$ cat config.mk
export PLATFORM = sky130hd
export DESIGN_NAME = bldc_hall_six_step_commutator_core
export DESIGN_NICKNAME = d
export VERILOG_FILES = /design/src/rtl/bhsc_pkg.sv /design/src/rtl/bhsc_hall_order.sv /design/src/rtl/bhsc_motor_ctl.sv /design/src/rtl/bldc_hall_six_step_commutator_core.sv
export SDC_FILE = /design/constraint.sdc
export NUM_CORES = 1
export LEC_CHECK = 0
export ABC_AREA = 0
export BUFFER_PORTS_ARGS = -buffer_cell sky130_fd_sc_hd__buf_2
export CAP_MARGIN = 20
export CORE_MARGIN = 5
export CORE_UTILIZATION = 30
export CTS_BUF_LIST = sky130_fd_sc_hd__clkbuf_16
export DETAILED_ROUTE_END_ITERATION = 12
export PLACE_DENSITY_LB_ADDON = 0.3
export SYNTH_ARGS = -nofsm -noshare
export SYNTH_HDL_FRONTEND = slang
export SYNTH_SLANG_ARGS = --single-unit
$ cat constraint.sdc
create_clock -name clk -period 28.4 [get_ports clk]
set_input_delay 5.68 -clock clk [delete_from_list [all_inputs] [get_ports clk]]
set_output_delay 5.68 -clock clk [all_outputs]
set_load 0.02 [all_outputs]
$ cat src/rtl/bhsc_pkg.sv
package bhsc_pkg;

	localparam int DUTY_W     = 16;
	localparam int SPEED_W    = 16;
	localparam int RAMP_W     = 17;
	localparam int FUNC_W     = 4;
	localparam int MODE_W     = 2;
	localparam int CODE_W     = 3;
	localparam int POS_W      = 2;
	localparam int CFG_IDX_W  = 3;
	localparam int CFG_DATA_W = 16;
	localparam int N_PHASE    = 3;

	// register defaults
	localparam logic [DUTY_W-1:0]  PWM_PERIOD_RST  = 16'd10000;
	localparam logic [SPEED_W-1:0] SPEED_CAP_RST   = 16'd8800;
	localparam logic [SPEED_W-1:0] JUMP_LIMIT_RST  = 16'd1320;
	localparam logic [SPEED_W-1:0] RAMP_DELAY_RST  = 16'd100;
	localparam logic [POS_W-1:0]   HALL_A_BASE_RST = 2'd0;
	localparam logic [POS_W-1:0]   HALL_B_BASE_RST = 2'd1;
	localparam logic [POS_W-1:0]   HALL_C_BASE_RST = 2'd2;

	typedef enum logic [FUNC_W-1:0] {
		FN_TICK       = 4'd0,
		FN_SET_SPEED  = 4'd1,
		FN_SET_MODE   = 4'd2,
		FN_FORWARD    = 4'd3,
		FN_BACKWARD   = 4'd4,
		FN_SET_DIR    = 4'd5,
		FN_TOGGLE_DIR = 4'd6,
		FN_NEXT_ORDER = 4'd7,
		FN_START      = 4'd8
	} func_t;

	typedef enum logic [MODE_W-1:0] {
		MODE_SOFT = 2'd0,
		MODE_HARD = 2'd1,
		MODE_RUN  = 2'd2
	} mode_t;

	typedef enum logic [CFG_IDX_W-1:0] {
		CFG_PWM_PERIOD  = 3'd0,
		CFG_SPEED_CAP   = 3'd1,
		CFG_JUMP_LIMIT  = 3'd2,
		CFG_RAMP_DELAY  = 3'd3,
		CFG_HALL_A_BASE = 3'd4,
		CFG_HALL_B_BASE = 3'd5,
		CFG_HALL_C_BASE = 3'd6
	} cfg_idx_t;

	typedef enum logic [1:0] {
		ROLE_OFF  = 2'd0,
		ROLE_HIGH = 2'd1,
		ROLE_LOW  = 2'd2
	} role_t;

	typedef struct packed {
		role_t a;
		role_t b;
		role_t c;
	} roles_t;

	typedef struct packed {
		logic [FUNC_W-1:0]  func;
		logic               hall_a;
		logic               hall_b;
		logic               hall_c;
		logic [SPEED_W-1:0] speed_value;
		logic [MODE_W-1:0]  mode_value;
		logic               dir_value;
	} cmd_t;

	typedef struct packed {
		logic [DUTY_W-1:0]  pwm_period;
		logic [SPEED_W-1:0] speed_cap;
		logic [SPEED_W-1:0] jump_limit;
		logic [SPEED_W-1:0] ramp_delay;
	} drive_cfg_t;

	typedef struct packed {
		logic [POS_W-1:0] a_base;
		logic [POS_W-1:0] b_base;
		logic [POS_W-1:0] c_base;
	} order_cfg_t;

	typedef struct packed {
		logic [DUTY_W-1:0]  duty_a;
		logic [DUTY_W-1:0]  duty_b;
		logic [DUTY_W-1:0]  duty_c;
		logic               pin_a;
		logic               pin_b;
		logic               pin_c;
		logic [MODE_W-1:0]  run_mode;
		logic [SPEED_W-1:0] now_speed;
		logic [SPEED_W-1:0] goal_speed;
		logic [CODE_W-1:0]  hall_code;
	} res_t;

	// six-step table: phase roles per hall code
	function automatic roles_t step_roles(input logic [CODE_W-1:0] code);
		roles_t r;
		case (code)
			3'd1: r = '{ROLE_HIGH, ROLE_LOW,  ROLE_OFF};
			3'd2: r = '{ROLE_OFF,  ROLE_HIGH, ROLE_LOW};
			3'd3: r = '{ROLE_HIGH, ROLE_OFF,  ROLE_LOW};
			3'd4: r = '{ROLE_LOW,  ROLE_OFF,  ROLE_HIGH};
			3'd5: r = '{ROLE_OFF,  ROLE_LOW,  ROLE_HIGH};
			3'd6: r = '{ROLE_LOW,  ROLE_HIGH, ROLE_OFF};
			default: r = '{ROLE_OFF, ROLE_OFF, ROLE_OFF};
		endcase
		return r;
	endfunction

endpackage

$ cat src/rtl/bhsc_hall_order.sv
module bhsc_hall_order (
	input  logic                            clk,
	input  logic                            arst_n,
	input  logic                            fire,
	input  bhsc_pkg::cmd_t                  cmd,
	input  bhsc_pkg::order_cfg_t            ocfg,
	output logic [bhsc_pkg::CODE_W-1:0]     code
);
	import bhsc_pkg::*;

	logic             row_sel_q;
	logic [POS_W-1:0] rot_q [2];
	logic [POS_W-1:0] bp_q  [N_PHASE];

	logic             row_n;
	logic [POS_W-1:0] rot_old, rot_n;
	logic [POS_W-1:0] a_fix, b_fix, c_fix, b_sel, c_sel;
	logic [POS_W-1:0] bp_n [N_PHASE];
	logic             step;

	// base register value three counts as zero
	function automatic logic [POS_W-1:0] base_fix(input logic [POS_W-1:0] b);
		return (b == 2'd3) ? 2'd0 : b;
	endfunction

	// (x + r) mod 3 with both below three
	function automatic logic [POS_W-1:0] add_mod3(input logic [POS_W-1:0] x,
		input logic [POS_W-1:0] r);
		logic [POS_W:0] s;
		s = {1'b0, x} + {1'b0, r};
		if (s >= 3'd3) begin
			s = s - 3'd3;
		end
		return s[POS_W-1:0];
	endfunction

	assign step  = fire && (func_t'(cmd.func) == FN_NEXT_ORDER);
	assign row_n = ~row_sel_q;

	always_comb begin
		rot_old = rot_q[row_n];
		rot_n   = (rot_old >= 2'd2) ? 2'd0 : rot_old + 2'd1;
		a_fix   = base_fix(ocfg.a_base);
		b_fix   = base_fix(ocfg.b_base);
		c_fix   = base_fix(ocfg.c_base);
		b_sel   = row_n ? c_fix : b_fix;
		c_sel   = row_n ? b_fix : c_fix;
		bp_n[0] = add_mod3(a_fix, rot_n);
		bp_n[1] = add_mod3(b_sel, rot_n);
		bp_n[2] = add_mod3(c_sel, rot_n);
	end

	always_comb begin
		for (int k = 0; k < CODE_W; k++) begin
			code[k] = (cmd.hall_a && (bp_q[0] == POS_W'(k)))
			        | (cmd.hall_b && (bp_q[1] == POS_W'(k)))
			        | (cmd.hall_c && (bp_q[2] == POS_W'(k)));
		end
	end

	always_ff @(posedge clk or negedge arst_n) begin
		if (!arst_n) begin
			row_sel_q <= 1'b0;
			rot_q[0]  <= '0;
			rot_q[1]  <= '0;
			for (int i = 0; i < N_PHASE; i++) begin
				bp_q[i] <= '0;
			end
		end else if (step) begin
			row_sel_q    <= row_n;
			rot_q[row_n] <= rot_n;
			for (int i = 0; i < N_PHASE; i++) begin
				bp_q[i] <= bp_n[i];
			end
		end
	end

	a_bp_range: assert property (@(posedge clk) disable iff (!arst_n)
		(bp_q[0] != 2'd3) && (bp_q[1] != 2'd3) && (bp_q[2] != 2'd3))
		else $error("hall bit position out of range");

endmodule

$ cat src/rtl/bhsc_motor_ctl.sv
module bhsc_motor_ctl (
	input  logic                            clk,
	input  logic                            arst_n,
	input  logic                            fire,
	input  bhsc_pkg::cmd_t                  cmd,
	input  bhsc_pkg::drive_cfg_t            dcfg,
	input  logic [bhsc_pkg::CODE_W-1:0]     code,
	output bhsc_pkg::res_t                  res
);
	import bhsc_pkg::*;

	logic [DUTY_W-1:0]  duty_q [N_PHASE];
	logic               pin_q  [N_PHASE];
	logic [MODE_W-1:0]  mode_q;
	logic [SPEED_W-1:0] cur_q, tgt_q;
	logic [RAMP_W-1:0]  ramp_q;
	logic               dir_q;
	logic [CODE_W-1:0]  code_q;

	logic [DUTY_W-1:0]  duty_n [N_PHASE];
	logic               pin_n  [N_PHASE];
	logic [MODE_W-1:0]  mode_n;
	logic [SPEED_W-1:0] cur_s, cur_n, tgt_n;
	logic [RAMP_W-1:0]  ramp_n;
	logic               dir_n;
	logic [CODE_W-1:0]  code_n;

	logic [SPEED_W-1:0] v_clamp;
	logic               v_change, v_jump, speed_cmd;
	logic               tick, zero;
	roles_t             roles;
	role_t              role [N_PHASE];
	func_t              fn;

	assign fn       = func_t'(cmd.func);
	assign v_clamp  = (cmd.speed_value > dcfg.speed_cap) ? dcfg.speed_cap : cmd.speed_value;
	assign v_change = (cmd.speed_value != tgt_q);
	assign v_jump   = (v_clamp > cur_q) && ((v_clamp - cur_q) > dcfg.jump_limit);
	assign roles    = step_roles(code);
	assign role[0]  = roles.a;
	assign role[1]  = roles.b;
	assign role[2]  = roles.c;

	// command decode: mode, direction, speeds, and whether a tick follows
	always_comb begin
		dir_n     = dir_q;
		mode_n    = mode_q;
		cur_s     = cur_q;
		tgt_n     = tgt_q;
		tick      = 1'b0;
		zero      = 1'b0;
		speed_cmd = 1'b0;
		case (fn)
			FN_TICK:       tick = 1'b1;
			FN_SET_SPEED:  speed_cmd = 1'b1;
			FN_FORWARD: begin
				dir_n     = 1'b1;
				speed_cmd = 1'b1;
			end
			FN_BACKWARD: begin
				dir_n     = 1'b0;
				speed_cmd = 1'b1;
			end
			FN_SET_MODE: begin
				if ((cmd.mode_value <= MODE_RUN) && (cmd.mode_value != mode_q)) begin
					mode_n = cmd.mode_value;
					tick   = 1'b1;
				end
			end
			FN_SET_DIR:    dir_n = cmd.dir_value;
			FN_TOGGLE_DIR: dir_n = ~dir_q;
			FN_START: begin
				mode_n = MODE_RUN;
				tick   = 1'b1;
			end
			default: ;
		endcase
		if (speed_cmd && v_change) begin
			tgt_n = v_clamp;
			if (!v_jump) begin
				cur_s = v_clamp;
			end
			if (v_clamp == '0) begin
				if (mode_q != MODE_SOFT) begin
					mode_n = MODE_SOFT;
					zero   = 1'b1;
				end
			end else begin
				mode_n = MODE_RUN;
				tick   = 1'b1;
			end
		end
	end

	// tick or zero-speed stop: ramp and phase outputs
	always_comb begin
		cur_n  = cur_s;
		ramp_n = ramp_q;
		code_n = code_q;
		for (int i = 0; i < N_PHASE; i++) begin
			duty_n[i] = duty_q[i];
			pin_n[i]  = pin_q[i];
		end
		if (zero) begin
			for (int i = 0; i < N_PHASE; i++) begin
				duty_n[i] = '0;
			end
		end
		if (tick) begin
			case (mode_n)
				MODE_SOFT: begin
					for (int i = 0; i < N_PHASE; i++) begin
						duty_n[i] = '0;
					end
				end
				MODE_HARD: begin
					for (int i = 0; i < N_PHASE; i++) begin
						duty_n[i] = cur_s;
						pin_n[i]  = 1'b0;
					end
				end
				MODE_RUN: begin
					if (cur_s < tgt_n) begin
						if (ramp_q > {1'b0, dcfg.ramp_delay}) begin
							cur_n  = cur_s + 1'b1;
							ramp_n = '0;
						end else begin
							ramp_n = ramp_q + 1'b1;
						end
					end
					code_n = code;
					for (int i = 0; i < N_PHASE; i++) begin
						case (role[i])
							ROLE_HIGH: begin
								duty_n[i] = cur_n;
								pin_n[i]  = dir_n;
							end
							ROLE_LOW: begin
								duty_n[i] = dcfg.pwm_period;
								pin_n[i]  = ~dir_n;
							end
							default: duty_n[i] = '0;
						endcase
					end
				end
				default: ;
			endcase
		end
	end

	always_ff @(posedge clk or negedge arst_n) begin
		if (!arst_n) begin
			for (int i = 0; i < N_PHASE; i++) begin
				duty_q[i] <= '0;
				pin_q[i]  <= 1'b0;
			end
			mode_q <= MODE_SOFT;
			cur_q  <= '0;
			tgt_q  <= '0;
			ramp_q <= '0;
			dir_q  <= 1'b1;
			code_q <= '0;
		end else if (fire) begin
			for (int i = 0; i < N_PHASE; i++) begin
				duty_q[i] <= duty_n[i];
				pin_q[i]  <= pin_n[i];
			end
			mode_q <= mode_n;
			cur_q  <= cur_n;
			tgt_q  <= tgt_n;
			ramp_q <= ramp_n;
			dir_q  <= dir_n;
			code_q <= code_n;
		end
	end

	assign res.duty_a     = duty_q[0];
	assign res.duty_b     = duty_q[1];
	assign res.duty_c     = duty_q[2];
	assign res.pin_a      = pin_q[0];
	assign res.pin_b      = pin_q[1];
	assign res.pin_c      = pin_q[2];
	assign res.run_mode   = mode_q;
	assign res.now_speed  = cur_q;
	assign res.goal_speed = tgt_q;
	assign res.hall_code  = code_q;

	// applied speed never overtakes the target
	a_cur_le_tgt: assert property (@(posedge clk) disable iff (!arst_n)
		cur_q <= tgt_q)
		else $error("applied speed above target");

	// invalid hall code in run mode leaves every phase with zero duty
	a_bad_code_idle: assert property (@(posedge clk) disable iff (!arst_n)
		(fire && tick && (mode_n == MODE_RUN) && ((code == 3'd0) || (code == 3'd7)))
		|=> (duty_q[0] == '0) && (duty_q[1] == '0) && (duty_q[2] == '0))
		else $error("duty left on for invalid hall code");

endmodule

$ cat src/rtl/bldc_hall_six_step_commutator_core.sv
// channel  | handshake          | contents
// ---------+--------------------+-------------------------------------------------
// in       | in_valid/in_stall  | func, hall_a..c, speed_value, mode_value, dir_value
// out      | out_valid/out_stall| duty_a..c, pin_a..c, run_mode, now_speed,
//          |                    | goal_speed, hall_code
// cfg      | cfg_we             | cfg_idx selects register, cfg_data value
//
// One command word per clock while in_stall is low: a word waits in the input register,
// then the motor state registers take its effect and double as the result word.
// out_valid rises when the motor state registers take the word.
// A result waiting on out_stall holds the state; the input register still
// takes one more word, after which in_stall rises.
// Reset (arst_n low) sets the motor state to soft stop, forward, zero speed,
// and every configuration register to its default.
module bldc_hall_six_step_commutator_core (
	input  logic                                clk,
	input  logic                                arst_n,

	input  logic                                in_valid,
	output logic                                in_stall,
	input  logic [bhsc_pkg::FUNC_W-1:0]         func,
	input  logic                                hall_a,
	input  logic                                hall_b,
	input  logic                                hall_c,
	input  logic [bhsc_pkg::SPEED_W-1:0]        speed_value,
	input  logic [bhsc_pkg::MODE_W-1:0]         mode_value,
	input  logic                                dir_value,

	output logic                                out_valid,
	input  logic                                out_stall,
	output logic [bhsc_pkg::DUTY_W-1:0]         duty_a,
	output logic [bhsc_pkg::DUTY_W-1:0]         duty_b,
	output logic [bhsc_pkg::DUTY_W-1:0]         duty_c,
	output logic                                pin_a,
	output logic                                pin_b,
	output logic                                pin_c,
	output logic [bhsc_pkg::MODE_W-1:0]         run_mode,
	output logic [bhsc_pkg::SPEED_W-1:0]        now_speed,
	output logic [bhsc_pkg::SPEED_W-1:0]        goal_speed,
	output logic [bhsc_pkg::CODE_W-1:0]         hall_code,

	input  logic                                cfg_we,
	input  logic [bhsc_pkg::CFG_IDX_W-1:0]      cfg_idx,
	input  logic [bhsc_pkg::CFG_DATA_W-1:0]     cfg_data
);
	import bhsc_pkg::*;

	// configuration registers
	drive_cfg_t dcfg_q;
	order_cfg_t ocfg_q;

	// input register
	cmd_t       cmd_s1;
	logic       vld_s1;

	logic       out_vld_q;
	logic       fire;
	logic       in_take;
	logic [CODE_W-1:0] code;
	res_t       res;

	always_ff @(posedge clk or negedge arst_n) begin
		if (!arst_n) begin
			dcfg_q.pwm_period <= PWM_PERIOD_RST;
			dcfg_q.speed_cap  <= SPEED_CAP_RST;
			dcfg_q.jump_limit <= JUMP_LIMIT_RST;
			dcfg_q.ramp_delay <= RAMP_DELAY_RST;
			ocfg_q.a_base     <= HALL_A_BASE_RST;
			ocfg_q.b_base     <= HALL_B_BASE_RST;
			ocfg_q.c_base     <= HALL_C_BASE_RST;
		end else if (cfg_we) begin
			case (cfg_idx_t'(cfg_idx))
				CFG_PWM_PERIOD:  dcfg_q.pwm_period <= cfg_data;
				CFG_SPEED_CAP:   dcfg_q.speed_cap  <= cfg_data;
				CFG_JUMP_LIMIT:  dcfg_q.jump_limit <= cfg_data;
				CFG_RAMP_DELAY:  dcfg_q.ramp_delay <= cfg_data;
				CFG_HALL_A_BASE: ocfg_q.a_base     <= cfg_data[POS_W-1:0];
				CFG_HALL_B_BASE: ocfg_q.b_base     <= cfg_data[POS_W-1:0];
				CFG_HALL_C_BASE: ocfg_q.c_base     <= cfg_data[POS_W-1:0];
				default: ;
			endcase
		end
	end

	// word in the input register executes once the result slot is free
	assign fire     = vld_s1 && (!out_vld_q || !out_stall);
	assign in_stall = vld_s1 && !fire;
	assign in_take  = in_valid && !in_stall;

	always_ff @(posedge clk or negedge arst_n) begin
		if (!arst_n) begin
			vld_s1 <= 1'b0;
		end else if (in_take) begin
			vld_s1 <= 1'b1;
		end else if (fire) begin
			vld_s1 <= 1'b0;
		end
	end

	// payload, no reset
	always_ff @(posedge clk) begin
		if (in_take) begin
			cmd_s1.func        <= func;
			cmd_s1.hall_a      <= hall_a;
			cmd_s1.hall_b      <= hall_b;
			cmd_s1.hall_c      <= hall_c;
			cmd_s1.speed_value <= speed_value;
			cmd_s1.mode_value  <= mode_value;
			cmd_s1.dir_value   <= dir_value;
		end
	end

	always_ff @(posedge clk or negedge arst_n) begin
		if (!arst_n) begin
			out_vld_q <= 1'b0;
		end else if (fire) begin
			out_vld_q <= 1'b1;
		end else if (!out_stall) begin
			out_vld_q <= 1'b0;
		end
	end

	bhsc_hall_order u_order (
		.clk    (clk),
		.arst_n (arst_n),
		.fire   (fire),
		.cmd    (cmd_s1),
		.ocfg   (ocfg_q),
		.code   (code)
	);

	bhsc_motor_ctl u_ctl (
		.clk    (clk),
		.arst_n (arst_n),
		.fire   (fire),
		.cmd    (cmd_s1),
		.dcfg   (dcfg_q),
		.code   (code),
		.res    (res)
	);

	assign out_valid  = out_vld_q;
	assign duty_a     = res.duty_a;
	assign duty_b     = res.duty_b;
	assign duty_c     = res.duty_c;
	assign pin_a      = res.pin_a;
	assign pin_b      = res.pin_b;
	assign pin_c      = res.pin_c;
	assign run_mode   = res.run_mode;
	assign now_speed  = res.now_speed;
	assign goal_speed = res.goal_speed;
	assign hall_code  = res.hall_code;

	// state only moves when a word executes
	a_state_hold: assert property (@(posedge clk) disable iff (!arst_n)
		!fire |=> $stable(res))
		else $error("state changed without a command");

	// back-pressure only comes from a held result
	a_stall_cause: assert property (@(posedge clk) disable iff (!arst_n)
		in_stall |-> (out_vld_q && out_stall))
		else $error("input stalled with result slot free");

endmodule

==> summary.md, run 1 <==
| Metric | Value |
|---|---|
| Fin. Hold Viols | 0 |
| Crit-path slowest cell | buf_2 |
| Mapped Cells | 1,483 |
| Final min period | 11,760 ps |
| RSZ-0062 raised after global routing | false |
| Num Clock Sinks | 215 |
| Setup WS pre-CTS | 16,630 ps |
| #FFs+latches synth | 215 |
| Yosys warnings | 0 |
| CTS Buf Count | 26 |
| Area Overhead vs Synth | 16.01% |
| HPWL after DPL | 34,570 um |
| Most common cell after layout, fill and taps aside | nand2_1 |
| Register Area | 0.005534 mm^2 |
| Post-route cell area | ~0.016 mm^2 |
| Placed cells | 2,176 |
| CP max FO | 3 |
| Hold Buf Count CTS | 0 |
| Final Setup Violations | 0 |
| Final max-slew violation count | 0 |
| WL final | ~46,000 um |
| Clock buffer depth | 3 |
| # IOs | 140 |
| Die Area | 0.04981 mm^2 |
| Maximum clock rate | approximately 85 MHz |
| CTS tree | yes |
| Via density | roughly 5.3 |
| Pwr/cell area | 98.42 mW/mm^2 |
| WS Path Type | primary input to output port |
| Global-route wire length before repair | 70,080 um |
| Fin crit share | 0.4142 |
| Starting density of the core | 0.3017 |
| Placed Area | approximately 0.015 mm^2 |
| Stages on the worst setup path | 4 |
| Nets | 1,755 |
| Maximum vdd drop | 0.04632 mV |
| Commonest non-fill, non-tap cells in the layout | nand2_1 (192), dfrtp_1 (170), buf_2 (138) |
| Crit path buf inv count | 3 |
| Share of cells above drive strength 1 | 0.1797 |
| Max stage delay on crit path | 150 ps |
| Initial antenna violation count | 4 |
| Final setup TNS | 0 ps |
| Crit path DAT | between 6000 and 7000 ps |
| Synth async-reset ratio | 0.8791 |
| Worst skew pair latency | 550 ps |
| Setup ws final | 16,640 ps |
| Post-Syn Area | 0.01363 mm^2 |
| Average cell area after synthesis | roughly 9.2 um^2 |
| Post CTS Setup Buffer Count | 0 |
| GRT Residual Overflow | 0 |
| Vias | 11,680 |
| Largest net degree at the start of global routing | between 80 and 90 |
| Max_slew headroom | 0.3711 |
| Area of the multi-input gates | 0.007500 mm^2 |
| Tot GR Track Use | 0.1788 |
| CTS H-tree lvls | 1 |
| Placement Rows | 78 |
| Antenna viol nets, final | 0 |
| Drc violations | 0 |
| CTS root buf | clkbuf_16 |
| Reg2Reg Depth | 38 |
| Ant diodes | 0 |
| Die Width | 223.2 um |
| Gpl congestion | 0.9080 |
| Die height | 223.2 um |
| Overall power | between 1500 and 2000 uW |
| Vias in the first global route | 11,540 |
| HP Class | flip-flop to flip-flop |
| Core area | around 0.045 mm^2 |
| Avg WL per Cell | 20.59 um |
| Fin cells | approximately 2,200 |
| Post-synth EDFFs | 26 |
| Fill count | 4,609 |
| CP startpoint kind | primary input |
| Clock transition at the registers of the reported paths | roughly 50 ps |
| Worst Max-Slew Pin Slew | ~940 ps |
| Main synth FF type | dfrtp_1 |
| Most Frequent Cell on Critical Path | buf_2 |
| Worst path top cell family by delay | buffers and inverters |
| Synthesized Nets | 1,633 |
| Worst Path Required | 22,720 ps |
| # resized after CTS | 0 |
| CP endpoint kind | output port |
| DRT iter0 DRCs | roughly 950 |
| IO buf count | 139 |
| Part of the Yosys area used for sequential elements | 0.4059 |
| Crit-path cells | buf_2, nand3_1, inv_1, buf_2 |
| Unique masters post-synth | 77 |
| DRT Pass-1 Iters | 5 |
| Clock skew | 10.27 ps |
| Max-Cap Viols | 0 |
| Status | completed |
| Hold depth | 2 |
| Leak | around 0.007 uW |
final cells by class:
cell class	count	share of cell area
Timing Repair Buffer	153	0.05293
Sequential cell	215	0.3499
Tap cell	600	0.04747
Clock inverter	21	0.009019
Inverter	100	0.02373
Multi-Input combinational cell	1109	0.4742
Clock buffer	27	0.04272
per-layer routing:
metal	up-vias	wire length (um)	track usage
li1	5534	-	-
met1	5696	19830	0.2373
met2	344	21030	0.2873
met3	107	2986	0.03974
met4	2	1955	0.06522
met5	-	13	0
power by group:
| part | switching, uW | leakage (uW) | internal [uW] |
|---|---|---|---|
| registers | 80.6 | 0.00257 | 397 |
| clock network | 136 | 0.000424 | 189 |
| logic | 470 | 0.00398 | 284 |
| total | 687 | 0.00697 | 870 |
synth_stat cells, drive strengths merged (12+ instances only):
cell type	count	share of area
a21oi	102	0.037
a221oi	18	0.012
or3	12	0.0059
nor2	87	0.024
nor4	23	0.011
edfxtp	26	0.057
mux2	62	0.051
dfstp	19	0.037
nor3	29	0.011
nand3	23	0.0092
dfrtp	170	0.31
nand4	24	0.011
ha	96	0.088
nand2b	17	0.0078
a31oi	15	0.0084
nand2	193	0.053
xnor2	42	0.027
a211oi	14	0.0077
clkbuf	49	0.013
inv	100	0.028
a21o	28	0.015
o21ai	150	0.055
xor2	25	0.016
mux2i	34	0.025
worst paths after layout:
check                                             from                     endpoint  slack [ps]
setup / recovery                             out_stall                     in_stall       16640
hold / removal             u_ctl.code_q[1]$_DFFE_PN0P_  u_ctl.code_q[1]$_DFFE_PN0P_         480
setup reg to reg                  cmd_s1[18]$_DFFE_PP_    u_ctl.res[71]$_DFFE_PN0P_       16910
hold reg to reg            u_ctl.code_q[1]$_DFFE_PN0P_  u_ctl.code_q[1]$_DFFE_PN0P_         480
max in group asynchronous                       arst_n        dcfg_q[8]$_DFFE_PN0P_       21860
min in group asynchronous                       arst_n        ocfg_q[5]$_DFFE_PN0P_        5170
flip-flops by register name, indices dropped and copies added (netlist names), 2 cells and up:
register	count
u_ctl.tgt_q	16
u_ctl.res	51
u_order.rot_q	4
u_order.bp_q	6
u_ctl.mode_q	2
u_ctl.cur_q	16
ocfg_q	6
u_ctl.code_q	3
dcfg_q	64
cmd_s1	26
u_ctl.ramp_q	17
kinds of logic (layout without fill, tap and decap cells):
family | count (synthesis) | after routing | share of synthesized area
AOI/OAI and AO/OA | 384 | 384 | 0.1736
xor gates and xnor gates | 67 | 67 | 0.04304
adders and majority gates | 100 | 100 | 0.09398
buffers and inverters | 159 | 301 | 0.04543
DFF | 215 | 215 | 0.4059
muxes | 96 | 96 | 0.07645
and+or+nand+nor | 462 | 462 | 0.1616
metrics by stage:
stage	utilization	hold WS (ps)
5_1_grt	0.3500	521.3
6_report	0.3500	480.6
3_3_place_gp	0.3310	461.3
4_1_cts	0.3497	481.3
2_1_floorplan	-	463.3
3_5_place_dp	0.3316	469.2
worst register-to-register path, delay by kind of cell (launching register included):
family	cells	cell delay [ps]
AND/OR/NAND/NOR	14	3170
multiplexers	1	690
buffers and inverters	1	210
flip-flops	1	510
AO/OA/AOI/OAI	16	5190
adder cells (fa/ha/maj)	4	1320
XOR/XNOR	2	250
Power figures use the tool's default switching activity.
==> run 2, diff against run 1 <==
clock period = 11 ns   (was 28.4 ns; I/O delays follow)
==> summary.md, run 2 (synthesized netlist as in run 1, its figures left out) <==
| Metric | Value |
|---|---|
| Status | completed |
| DRT iter0 DRCs | slightly below 800 |
| Seq pwr share | 0.309 |
| CTS tree | yes |
| Setup ws final | roughly 760 ps |
| Ant diodes | 0 |
| DRT Pass-1 Iters | 5 |
| CP endpoint kind | flip-flop |
| Maximum vdd drop | 0.1190 mV |
| Register Area | 0.005534 mm^2 |
| Reg-to-Reg Start | dcfg_q[45]$_DFFE_PN1P_ |
| Placement Rows | 78 |
| Fin crit share | 0.9314 |
| Drc violations | 0 |
| GRT Residual Overflow | 0 |
| CTS root buf | clkbuf_16 |
| Fin cells | 2,229 |
| Gpl congestion | 0.9232 |
| CTS Buf Count | 26 |
| Core area | 0.04519 mm^2 |
| Tot GR Track Use | 0.1824 |
| Nets | around 1,800 |
| Reg2Reg Depth | 38 |
| Power Internal | between 2000 and 2500 uW |
| Top register by number of flip-flops | dcfg_q |
| CP max FO | 16 |
| IO buf count | between 100 and 150 |
| Crit path DAT | roughly 11,000 ps |
| Die Area | roughly 0.050 mm^2 |
| Overall power | 4028 uW |
| Commonest non-fill, non-tap cells in the layout | nand2_1 (192), dfrtp_1 (170), buf_2 (138) |
| Max_slew headroom | 0.3365 |
| # IOs | between 100 and 150 |
| Setup WS pre-CTS | 406.0 ps |
| Fin. Hold Viols | 0 |
| Antenna viol nets, final | 0 |
| CTS H-tree lvls | 1 |
| Vias in the first global route | 11,600 |
| Fill count | 4,652 |
| Avg WL per Cell | 20.97 um |
| Pwr/cell area | 254.0 mW/mm^2 |
| Worst hold slack | 489.4 ps |
| Vias | about 12,000 |
| WS Path Type | flip-flop to flip-flop |
| Final max-slew violation count | 0 |
| WL final | 46,730 um |
| Final min period | just over 10,000 ps |
| R2R Path End | u_ctl.res[82]$_DFFE_PN0P_ |
| Initial antenna violation count | 3 |
| Maximum clock rate | 97.61 MHz |
| HPWL after DPL | 35,300 um |
| Worst Path Required | 11,460 ps |
| Max stage delay on crit path | 540 ps |
| Clock transition at the registers of the reported paths | roughly 60 ps |
| Starting density of the core | 0.3017 |
| Critical path capture point | u_ctl.res[82]$_DFFE_PN0P_ |
| Clk pwr share | 0.205 |
| Die height | roughly 220 um |
| Global-route wire length before repair | just over 70,000 um |
| Most Frequent Cell on Critical Path | ha_1 |
| Max-Cap Viols | 0 |
| Largest net degree at the start of global routing | 120 |
| Num Clock Sinks | 215 |
| Area of the multi-input gates | between 0.007 and 0.008 mm^2 |
| Placed cells | 2,180 |
| Worst Max-Slew Pin Slew | 995.3 ps |
| Clock skew | 46.14 ps |
| Most common cell after layout, fill and taps aside | nand2_1 |
| Share of cells above drive strength 1 | 0.1866 |
| Flop2flop setup slack | between 700 and 800 ps |
| Via density | roughly 5.2 |
| Die Width | 223.2 um |
| Clock buffer depth | 3 |
| Comb pwr share | 0.485 |
| HP Class | flip-flop to flip-flop |
| Final Setup Violations | 0 |
| Number of flip-flops in the largest register | 64 |
| Crit-path slowest cell | dfstp_2 |
| CP startpoint kind | flip-flop |
| Switch Pwr | 1806 uW |
| Leak | 0.006967 uW |
| Placed Area | roughly 0.015 mm^2 |
| Worst skew pair latency | 570 ps |
| Area Overhead vs Synth | 16.31% |
| Sw Share | 0.4483 |
| CP startpoint | dcfg_q[45]$_DFFE_PN1P_ |
| Post-route cell area | 0.01586 mm^2 |
[run 2: cell type report]
class	count	share of cell area
Sequential cell	215	0.3490
Inverter	100	0.02367
Multi-Input combinational cell	1109	0.4735
Timing Repair Buffer	158	0.05516
Clock inverter	21	0.01026
Clock buffer	26	0.04103
Tap cell	600	0.04734
[run 2: layer usage]
layer	track usage	share of wire
met5	0	0
met4	0.05870	0.038
met3	0.03816	0.056
met2	0.2958	0.47
met1	0.2445	0.44
[run 2: how the worst min path moves through the flow]
stage,cells after the start,start,end,slack [ps]
floorplan,2,u_ctl.ramp_q[16]$_DFFE_PN0P_,u_ctl.ramp_q[16]$_DFFE_PN0P_,460
global placement,2,u_ctl.code_q[0]$_DFFE_PN0P_,u_ctl.code_q[0]$_DFFE_PN0P_,460
detailed placement,2,u_ctl.code_q[0]$_DFFE_PN0P_,u_ctl.code_q[0]$_DFFE_PN0P_,470
CTS,2,u_ctl.dir_q$_DFFE_PN1P_,u_ctl.dir_q$_DFFE_PN1P_,490
global route,1,dcfg_q[1]$_DFFE_PN0P_,dcfg_q[1]$_DFFE_PN0P_,520
finish,2,u_ctl.code_q[0]$_DFFE_PN0P_,u_ctl.code_q[0]$_DFFE_PN0P_,490
[run 2: power groups by stage]
stage | Clock, uW | Combinational (uW) | Sequential [uW]
final | 827 | 1950 | 1250
after global placement | 0 | 1910 | 1250
after CTS | 848 | 1950 | 1250
after detailed placement | 0 | 1940 | 1260
after floorplan | 0 | 1230 | 1320
after global routing | 880 | 2180 | 1270
[run 2: stage by stage]
| stage | util | TNS, ps |
|---|---|---|
| finish | 0.3509 | 0 |
| global route | 0.3509 | -3145 |
| CTS | 0.3498 | 0 |
| detailed placement | 0.3318 | 0 |
| global placement | 0.3318 | 0 |
| floorplan | - | 0 |
[run 2: critical path: cells and delay by family (launching register included)]
family,cells,cell delay [ps]
AO/OA/AOI/OAI,19,4820
AND/OR/NAND/NOR,11,2790
flip-flops,1,540
adder cells (fa/ha/maj),4,1210
multiplexers,1,460
buffers and inverters,2,210
XOR/XNOR,1,90
[run 2: repair_timing]
action / 4_1_cts / 5_1_grt
setup endpoints to repair: 0 / 71
resized for setup: 0 / 2
endpoints found under the hold margin: 0 / 0
setup buffers: 0 / 0
hold buffers: 0 / 0
